[config.mk]
export PLATFORM = sky130hd
export DESIGN_NAME = lif_neuron_q16_mac
export DESIGN_NICKNAME = d
export VERILOG_FILES = /design/src/lnq_pkg.sv /design/src/lnq_mul.sv /design/src/lnq_ctrl.sv /design/src/lif_neuron_q16_mac.sv
export VERILOG_INCLUDE_DIRS = /design/src /design/src/src
export SDC_FILE = /design/constraint.sdc
export NUM_CORES = 2
export LEC_CHECK = 0
export BUFFER_PORTS_ARGS = -buffer_cell sky130_fd_sc_hd__buf_2
export CORE_ASPECT_RATIO = 1.5
export CORE_MARGIN = 2
export CORE_UTILIZATION = 65
export CTS_BUF_LIST = sky130_fd_sc_hd__clkbuf_16
export DETAILED_ROUTE_END_ITERATION = 12
export PLACE_DENSITY_LB_ADDON = 0.2
export SLEW_MARGIN = 40
export SYNTH_ARGS = -nofsm -noshare
export SYNTH_HDL_FRONTEND = slang
export SYNTH_SLANG_ARGS = --single-unit
export TNS_END_PERCENT = 1
[constraint.sdc]
create_clock -name i_clk -period 11.1 [get_ports i_clk]
set_clock_uncertainty 0.1 [all_clocks]
set_input_delay 0.555 -clock i_clk [delete_from_list [all_inputs] [get_ports i_clk]]
set_output_delay 0.555 -clock i_clk [all_outputs]
set_load 0.02 [all_outputs]
[src/lif_neuron_q16_mac_defines.svh]
// Assertion macros shared by the neuron RTL.
// Both sample on i_clk and stay quiet while i_rst_n is low.
`ifndef LIF_NEURON_Q16_MAC_DEFINES_SVH
`define LIF_NEURON_Q16_MAC_DEFINES_SVH

// Same-cycle implication.
`define LNQ_ASSERT_NOW(label, ante, cons) \
    label: assert property (@(posedge i_clk) disable iff (!i_rst_n) (ante) |-> (cons)) \
        else $error("lnq assertion failed");

// Next-cycle implication.
`define LNQ_ASSERT_NEXT(label, ante, cons) \
    label: assert property (@(posedge i_clk) disable iff (!i_rst_n) (ante) |=> (cons)) \
        else $error("lnq assertion failed");

`endif

[src/lnq_pkg.sv]
// Shared types and constants for the Q16.16 neuron.
// No dependencies; imported by every module of the block but lnq_mul.
package lnq_pkg;

    localparam int unsigned CFG_IDX_W = 2;

    localparam logic [CFG_IDX_W-1:0] CFG_THRESHOLD = 2'd0;
    localparam logic [CFG_IDX_W-1:0] CFG_SPIKE_CAP = 2'd1;
    localparam logic [CFG_IDX_W-1:0] CFG_SEED      = 2'd2;

    localparam logic [63:0] GEN_GOLDEN = 64'h9e3779b97f4a7c15;
    localparam logic [63:0] GEN_MIX1   = 64'hbf58476d1ce4e5b9;
    localparam logic [63:0] GEN_MIX2   = 64'h94d049bb133111eb;
    localparam logic [63:0] SEED_RESET = 64'h123456789abce900;

    localparam logic [24:0] WEIGHT_OFFSET = 25'h07FFFFF;
    localparam logic [30:0] THRESH_RESET  = 31'd32768;
    localparam logic [15:0] CAP_RESET     = 16'd15;

    localparam logic [31:0] Q_MAX = 32'h7FFFFFFF;
    localparam logic [31:0] Q_MIN = 32'h80000000;

    // Hash sequence: two rounds of three partial products each.
    localparam logic [3:0] STEP_MIX_Z = 4'd4;
    localparam logic [3:0] STEP_ROUND2 = 4'd5;
    localparam logic [3:0] STEP_LAST = 4'd9;

    typedef enum logic [6:0] {
        S_IDLE  = 7'b0000001,
        S_HASH  = 7'b0000010,
        S_PROD  = 7'b0000100,
        S_ROUND = 7'b0001000,
        S_CLAMP = 7'b0010000,
        S_ACCUM = 7'b0100000,
        S_FIRE  = 7'b1000000
    } t_state;

    typedef struct packed {
        logic       idle;
        logic       hash;
        logic [3:0] step;
        logic       prod;
        logic       round;
        logic       clamp;
        logic       accum;
        logic       fire_go;
    } t_ctrl;

endpackage

[src/lnq_mul.sv]
// Shared 32x32 unsigned multiplier with a registered 64-bit product.
// Standalone; used by the neuron datapath for every multiply.
module lnq_mul (
    input  logic        i_clk,
    input  logic [31:0] i_a,
    input  logic [31:0] i_b,
    output logic [63:0] o_prod
);
    logic [63:0] r_prod;

    always_ff @(posedge i_clk) begin
        r_prod <= 64'(i_a) * 64'(i_b);
    end

    assign o_prod = r_prod;
endmodule

[src/lnq_ctrl.sv]
// Sequencer for the neuron: walks the hash, product, rounding, clamp,
// accumulate and fire steps. Depends on lnq_pkg.
module lnq_ctrl (
    input  logic           i_clk,
    input  logic           i_rst_n,
    input  logic           i_start,
    input  logic           i_out_free,
    output lnq_pkg::t_ctrl o_ctrl
);
    import lnq_pkg::*;

    t_state     r_state, n_state;
    logic [3:0] r_step, n_step;

    always_comb begin
        n_state = r_state;
        n_step  = r_step;
        case (r_state)
            S_IDLE: begin
                n_step = '0;
                if (i_start) n_state = S_HASH;
            end
            S_HASH: begin
                if (r_step == STEP_LAST) n_state = S_PROD;
                else n_step = r_step + 4'd1;
            end
            S_PROD:  n_state = S_ROUND;
            S_ROUND: n_state = S_CLAMP;
            S_CLAMP: n_state = S_ACCUM;
            S_ACCUM: n_state = S_FIRE;
            S_FIRE: begin
                if (i_out_free) n_state = S_IDLE;
            end
            default: n_state = S_IDLE;
        endcase
    end

    always_ff @(posedge i_clk) begin
        if (!i_rst_n) begin
            r_state <= S_IDLE;
            r_step  <= '0;
        end else begin
            r_state <= n_state;
            r_step  <= n_step;
        end
    end

    assign o_ctrl.idle    = (r_state == S_IDLE);
    assign o_ctrl.hash    = (r_state == S_HASH);
    assign o_ctrl.step    = r_step;
    assign o_ctrl.prod    = (r_state == S_PROD);
    assign o_ctrl.round   = (r_state == S_ROUND);
    assign o_ctrl.clamp   = (r_state == S_CLAMP);
    assign o_ctrl.accum   = (r_state == S_ACCUM);
    assign o_ctrl.fire_go = (r_state == S_FIRE) && i_out_free;
endmodule

[src/lif_neuron_q16_mac.sv]
// Q16.16 integrate-and-fire neuron with a splitmix64 synaptic weight.
// Depends on lnq_pkg, lnq_ctrl, lnq_mul and lif_neuron_q16_mac_defines.svh.
//
// Usage:
//   Input channel: i_valid / o_stall with i_stimulus. A request is taken at a
//   rising edge with i_valid high and o_stall low. o_stall is low only while
//   the sequencer is idle, so one request is in flight at a time.
//   Output channel: o_valid / i_stall with the result fields. A result is
//   taken at an edge with o_valid high and i_stall low; while i_stall is high
//   the result holds unchanged.
//   Config channel: i_cfg_valid / o_cfg_ready (always high), i_cfg_index,
//   i_cfg_data. Index 0 threshold, 1 spike cap, 2 seed (also reloads the
//   generator). Other indexes are dropped. Write only while idle.
// Timing:
//   A request runs through the hash steps, in which the single 32x32
//   multiplier computes six partial products for two 64-bit mixing
//   multiplies, one stimulus-by-weight multiply, then round, clamp,
//   accumulate and fire steps. o_valid rises as the fire step ends, and
//   the sequencer idles for the next request. The finished result sits in
//   its own register, so a new request may start while it waits; a second
//   result waits in the fire step until the first is taken.
// Reset (synchronous, i_rst_n low): accumulator, spike count and sticky
//   flags clear, registers return to defaults, generator loads the seed.
module lif_neuron_q16_mac (
    input  logic                         i_clk,
    input  logic                         i_rst_n,
    // input channel
    input  logic                         i_valid,
    output logic                         o_stall,
    input  logic signed [31:0]           i_stimulus,
    // output channel
    output logic                         o_valid,
    input  logic                         i_stall,
    output logic                         o_spike,
    output logic signed [24:0]           o_drawn_weight,
    output logic signed [31:0]           o_accumulator_value,
    output logic                         o_saturated,
    output logic                         o_truncated,
    output logic                         o_burst_cropped,
    output logic [2:0]                   o_sticky_flags,
    // config channel
    input  logic                         i_cfg_valid,
    output logic                         o_cfg_ready,
    input  logic [lnq_pkg::CFG_IDX_W-1:0] i_cfg_index,
    input  logic [63:0]                  i_cfg_data
);
    import lnq_pkg::*;

    `include "lif_neuron_q16_mac_defines.svh"

    t_ctrl ctrl;

    // configuration and architectural state
    logic [30:0] r_thresh;
    logic [15:0] r_cap;
    logic [63:0] r_gen;
    logic [31:0] r_acc;
    logic [15:0] r_count;
    logic [2:0]  r_hist;

    // working registers
    logic [63:0] r_z;
    logic [63:0] r_mac;
    logic [31:0] r_smag;
    logic        r_sneg;
    logic [24:0] r_w;
    logic [39:0] r_qm;
    logic [31:0] r_p;
    logic        r_sat;
    logic        r_trunc;

    // output register
    logic        r_out_valid;
    logic        r_out_spike;
    logic [24:0] r_out_w;
    logic [31:0] r_out_acc;
    logic        r_out_sat;
    logic        r_out_trunc;
    logic        r_out_crop;
    logic [2:0]  r_out_hist;

    logic        start;
    logic        cfg_we;
    logic        out_free;
    logic [63:0] gen_next;
    logic [63:0] k_sel;
    logic [31:0] mul_a;
    logic [31:0] mul_b;
    logic [63:0] prod;
    logic [63:0] raw;
    logic [23:0] w_mag;
    logic        p_neg;
    logic [15:0] low16;
    logic        rnd_a;
    logic        rnd_up;
    logic [32:0] sum;
    logic [31:0] acc_abs;
    logic        reach;
    logic        crop;
    logic        fire;

    assign start    = i_valid && ctrl.idle;
    assign cfg_we   = i_cfg_valid;
    assign out_free = !r_out_valid || !i_stall;
    assign o_stall  = !ctrl.idle;
    assign o_cfg_ready = 1'b1;

    lnq_ctrl u_ctrl (
        .i_clk      (i_clk),
        .i_rst_n    (i_rst_n),
        .i_start    (start),
        .i_out_free (out_free),
        .o_ctrl     (ctrl)
    );

    // Operand select for the shared multiplier. Hash round one uses steps
    // 0..2, round two steps 5..7: low*low, low*high, high*low.
    assign k_sel = (ctrl.step < STEP_ROUND2) ? GEN_MIX1 : GEN_MIX2;
    assign w_mag = r_w[24] ? 24'(-r_w) : r_w[23:0];

    always_comb begin
        if (ctrl.prod) begin
            mul_a = r_smag;
            mul_b = 32'(w_mag);
        end else begin
            mul_a = (ctrl.step == 4'd2 || ctrl.step == 4'd7) ? r_z[63:32] : r_z[31:0];
            mul_b = (ctrl.step == 4'd1 || ctrl.step == 4'd6) ? k_sel[63:32] : k_sel[31:0];
        end
    end

    lnq_mul u_mul (
        .i_clk  (i_clk),
        .i_a    (mul_a),
        .i_b    (mul_b),
        .o_prod (prod)
    );

    assign gen_next = r_gen + GEN_GOLDEN;
    assign raw      = r_mac ^ (r_mac >> 31);

    // Rounding: magnitude quotient, plus one when the floor of a negative
    // product moves away from zero, plus the guard/round/sticky increment.
    assign p_neg  = r_sneg ^ r_w[24];
    assign low16  = prod[15:0];
    assign rnd_a  = p_neg && (low16 != 16'd0);
    assign rnd_up = low16[15] && (low16[14] || (low16[12:0] != 13'd0) || (prod[16] ^ rnd_a));

    assign sum = {r_acc[31], r_acc} + {r_p[31], r_p};

    assign acc_abs = r_acc[31] ? (-r_acc) : r_acc;
    // wrapped abs: the most negative value never fires
    assign reach = (r_acc != Q_MIN) && (acc_abs[30:0] >= r_thresh);
    assign crop  = reach && (r_count >= r_cap);
    assign fire  = reach && !crop;

    // control and architectural state
    always_ff @(posedge i_clk) begin
        if (!i_rst_n) begin
            r_thresh    <= THRESH_RESET;
            r_cap       <= CAP_RESET;
            r_gen       <= SEED_RESET;
            r_acc       <= '0;
            r_count     <= '0;
            r_hist      <= '0;
            r_out_valid <= 1'b0;
        end else begin
            if (cfg_we) begin
                case (i_cfg_index)
                    CFG_THRESHOLD: r_thresh <= i_cfg_data[30:0];
                    CFG_SPIKE_CAP: r_cap    <= i_cfg_data[15:0];
                    CFG_SEED:      r_gen    <= i_cfg_data;
                    default:       ;
                endcase
            end else if (start) begin
                r_gen <= gen_next;
            end

            if (ctrl.accum) begin
                if (sum[32] != sum[31]) r_acc <= sum[32] ? Q_MIN : Q_MAX;
                else r_acc <= sum[31:0];
            end

            if (ctrl.fire_go) begin
                if (fire) r_count <= r_count + 16'd1;
                r_hist      <= r_hist | {crop, r_trunc, r_sat};
                r_out_valid <= 1'b1;
            end else if (r_out_valid && !i_stall) begin
                r_out_valid <= 1'b0;
            end
        end
    end

    // datapath
    always_ff @(posedge i_clk) begin
        if (start) begin
            r_z     <= gen_next ^ (gen_next >> 30);
            r_smag  <= i_stimulus[31] ? (-i_stimulus) : i_stimulus;
            r_sneg  <= i_stimulus[31];
            r_sat   <= 1'b0;
            r_trunc <= 1'b0;
        end

        if (ctrl.hash) begin
            case (ctrl.step)
                4'd1, 4'd6:             r_mac <= prod;
                4'd2, 4'd3, 4'd7, 4'd8: r_mac[63:32] <= r_mac[63:32] + prod[31:0];
                STEP_MIX_Z:             r_z <= r_mac ^ (r_mac >> 27);
                STEP_LAST:              r_w <= {1'b0, raw[23:0]} - WEIGHT_OFFSET;
                default:                ;
            endcase
        end

        if (ctrl.round) begin
            r_qm    <= prod[55:16] + 40'(rnd_a) + 40'(rnd_up);
            r_trunc <= (low16 != 16'd0);
        end

        if (ctrl.clamp) begin
            if (!p_neg) begin
                if (r_qm > 40'(Q_MAX)) begin
                    r_p   <= Q_MAX;
                    r_sat <= 1'b1;
                end else begin
                    r_p <= r_qm[31:0];
                end
            end else begin
                if (r_qm > 40'(Q_MIN)) begin
                    r_p   <= Q_MIN;
                    r_sat <= 1'b1;
                end else begin
                    r_p <= -r_qm[31:0];
                end
            end
        end

        if (ctrl.accum && (sum[32] != sum[31])) r_sat <= 1'b1;

        if (ctrl.fire_go) begin
            r_out_spike <= fire;
            r_out_w     <= r_w;
            r_out_acc   <= r_acc;
            r_out_sat   <= r_sat;
            r_out_trunc <= r_trunc;
            r_out_crop  <= crop;
            r_out_hist  <= r_hist | {crop, r_trunc, r_sat};
        end
    end

    assign o_valid             = r_out_valid;
    assign o_spike             = r_out_spike;
    assign o_drawn_weight      = r_out_w;
    assign o_accumulator_value = r_out_acc;
    assign o_saturated         = r_out_sat;
    assign o_truncated         = r_out_trunc;
    assign o_burst_cropped     = r_out_crop;
    assign o_sticky_flags      = r_out_hist;

    `LNQ_ASSERT_NOW(a_spike_or_crop, o_valid, !(o_spike && o_burst_cropped))
    `LNQ_ASSERT_NOW(a_sticky_covers, o_valid, (o_sticky_flags & {o_burst_cropped, o_truncated, o_saturated}) == {o_burst_cropped, o_truncated, o_saturated})
    `LNQ_ASSERT_NOW(a_no_fire_at_min, o_valid && o_spike, o_accumulator_value != Q_MIN)
    `LNQ_ASSERT_NEXT(a_start_hash, i_valid && !o_stall, ctrl.hash && ctrl.step == 4'd0)

endmodule

==> flow_summary.json <==
{
  "die_h_microns": 386,
  "rsz0062_at_grt": "false",
  "synthesis.area_sq_um": 63100,
  "die_area_sq_um": 99600,
  "layout_min_cycle_time_ns": 10.79,
  "critPathRequiredTime_ns": 11.54,
  "grt_pass1_wl_mm": 319,
  "multi_input_area_sq_um": 43900,
  "dp_hpwl_mm": 176,
  "cp-end-kind": "register",
  "placed_area_sq_um": 65800,
  "cts_sinks": 562,
  "design_area_sq_um": 67800,
  "fmax_mhz": 92.7,
  "first_iter_violations": 4828,
  "cp_common_cell": "fa_1",
  "whs_ns": 0.0430,
  "wl_per_cell_microns": 25.0,
  "vias": 52400,
  "start_util": 0.652,
  "ys_seq_elements": 562,
  "fillCellCount": 7737,
  "mappedNetlistNets": 8551,
  "cts-root-buf": "clkbuf_16",
  "grt_pass1_vias": 54000,
  "critPathMaxFanout": 10,
  "synth-edff-count": 259,
  "die_w_microns": 258,
  "cpPeakStageDelay_ns": 0.59,
  "hold_depth": 3,
  "worst_pin_slew_ns": 0.955,
  "h-tree-depth": 2,
  "core-area_sq_um": 96700,
  "ys.flop_type": "dfxtp_1",
  "gp_congestion": 1.05,
  "syn_area_per_cell_sq_um": 8.81,
  "area_growth_pct": 7.53,
  "maxSlewViolCount": 0,
  "relSlewSlack": 0.362,
  "slowest_stage": "a21o_1",
  "fin_nets": 8621,
  "drc": 0,
  "cp-start-kind": "register",
  "dp_cells": 8449,
  "finalHoldViolations": 0,
  "setup_viol": 0,
  "setup_tns_ns": 0,
  "overflow": 0,
  "ff2ff_path_depth": 35,
  "ys_seq_area_frac": 0.219,
  "cp.arrival_ns": 11.23,
  "maxCapViolations": 0,
  "fin_cells": 8556,
  "wl_mm": 214,
  "antenna_found_initial": 6,
  "synth_warnings": 0,
  "status": "finished, final reports clean",
  "drive_above_1_share": 0.0752,
  "register_area_sq_um": 13800,
  "grt.total_usage": 0.433,
  "crit_type": "reg2reg",
  "grt_max_degree": 86,
  "ioPinCount": 170,
  "synth_cell_types": 83,
  "antenna_cells": 0,
  "drt-vias-per-instance": 6.13,
  "min_path_type": "in2reg",
  "clkTransAtPathRegs_ns": 0.07,
  "drtPass1Iterations": 10,
  "portBuffers": 168,
  "cts_tree": "built",
  "fin_crit_sh": 0.972,
  "antenna_left": 0,
  "synthArstFlopShare": 0,
  "netlist_instances": 7160,
  "num_rows": 140,
  "clk_latency_ns": 0.67,
  "clockBufferDepth": 3,
  "cts_made_buffers": 56
}
flip-flops by register name, indices dropped and copies added (netlist names), 25 cells and up:
| register | count |
|---|---|
| r_acc | 32 |
| r_smag | 32 |
| r_p | 32 |
| r_w | 25 |
| o_drawn_weight | 25 |
| r_z | 64 |
| r_thresh | 31 |
| r_gen | 64 |
| r_qm | 40 |
| o_accumulator_value | 32 |
| r_mac | 64 |
| u_mul.o_prod | 64 |
Yosys cell counts (all sizes together) (47+ instances only):
cell,n,area share
xor2,130,0.018
nor3,89,0.0071
ha,420,0.083
dfxtp,303,0.096
or3,49,0.0051
edfxtp,259,0.12
nand3,73,0.0059
nand2,840,0.050
nor2,774,0.046
and2,65,0.0064
mux2i,51,0.0081
inv,1142,0.068
xnor2,287,0.040
o21a,53,0.0063
o21ai,305,0.024
clkbuf,314,0.019
a21o,102,0.012
nand4,47,0.0047
a21oi,370,0.029
nand2b,59,0.0059
a31oi,55,0.0055
fa,868,0.28
critical path, delay by kind of cell (launching register included):
family	cells	cell delay [ns]
xor+xnor	1	0.15
buf+inv	10	1.38
fa+ha+maj	11	5.11
simple gates	2	0.34
compound gates	11	3.23
flops	1	0.34
kinds of logic (layout without fill, tap and decap cells):
logic type,count (synthesis),count (layout),share of synthesized area
XOR/XNOR,419,419,0.0586
multiplexers,53,53,0.00845
buffers and inverters,1483,1601,0.0886
AND/OR/NAND/NOR,2163,2163,0.149
AO/OA/AOI/OAI,1191,1191,0.117
adder cells (fa/ha/maj),1288,1288,0.359
other,1,1,0.0000594
flip-flops,562,562,0.219
metal layers:
metal,up-vias,GRT usage,share of wire
met2,2709,0.736,0.48
met4,6,0.398,0.12
li1,23200,-,-
met1,25600,0.455,0.33
met5,-,0,0.00015
met3,931,0.0772,0.079
cell usage in the layout, fill, tap and decap left out, types with 17 or more instances in the layout:
cell       count
a21oi_1      362
and2_1        64
edfxtp_1     259
inv_1       1144
clkbuf_16     59
mux2i_1       49
nor2b_1       22
fa_1         868
nor2_1       766
o41ai_1       25
o21ai_1       22
o21bai_1      22
nand2b_1      58
buf_2        166
o22ai_1       24
a31oi_1       54
nand2_1      833
o21a_1        52
a21o_1       101
o311ai_0      20
ha_1         420
or2_2         35
a211oi_1      24
nand3_1       72
o31ai_1       46
xnor2_1      287
nor3_1        88
nand4_1       47
or3_1         45
a22oi_1       18
buf_4        181
dfxtp_1      302
nor4_1        28
and3_1        29
o21ai_0      276
a221oi_1      18
or4_1         17
o211ai_1      27
xor2_1       129
through the flow:
step / utilization / setup WS [ns]
2_1_floorplan: - / 1.18
3_3_place_gp: 0.680 / 0.320
3_5_place_dp: 0.681 / 0.265
4_1_cts: 0.701 / 0.214
5_1_grt: 0.702 / 0.0175
6_report: 0.702 / 0.307
area by class of cell:
cell class / count / share of cell area
clock buffers: 59 / 0.0218
repair buffers: 352 / 0.0335
multi-input cells: 5115 / 0.647
inverters: 1143 / 0.0633
flip-flops and latches: 562 / 0.204
clock inverters: 47 / 0.00708
well taps: 1278 / 0.0236
final timing paths:
kind | start | to | slack [ns]
worst max-delay path | u_ctrl.r_step[0] | u_mul.o_prod[51] | 0.31
worst min-delay path | i_cfg_data[19] | r_thresh[19] | 0.04
worst max register to register | u_ctrl.r_step[0] | u_mul.o_prod[51] | 0.31
worst min register to register | r_cap[6] | r_cap[6] | 0.36
timing repair:
action	4_1_cts	5_1_grt
resized for setup	0	4
setup endpoints to repair	0	9
hold buffers	1	0
endpoints found under the hold margin	1	0
setup buffers	0	0
Power is left out: the tool's default activity adds up to more than one toggle a clock period on the data nets, which glitch-free logic cannot reach.
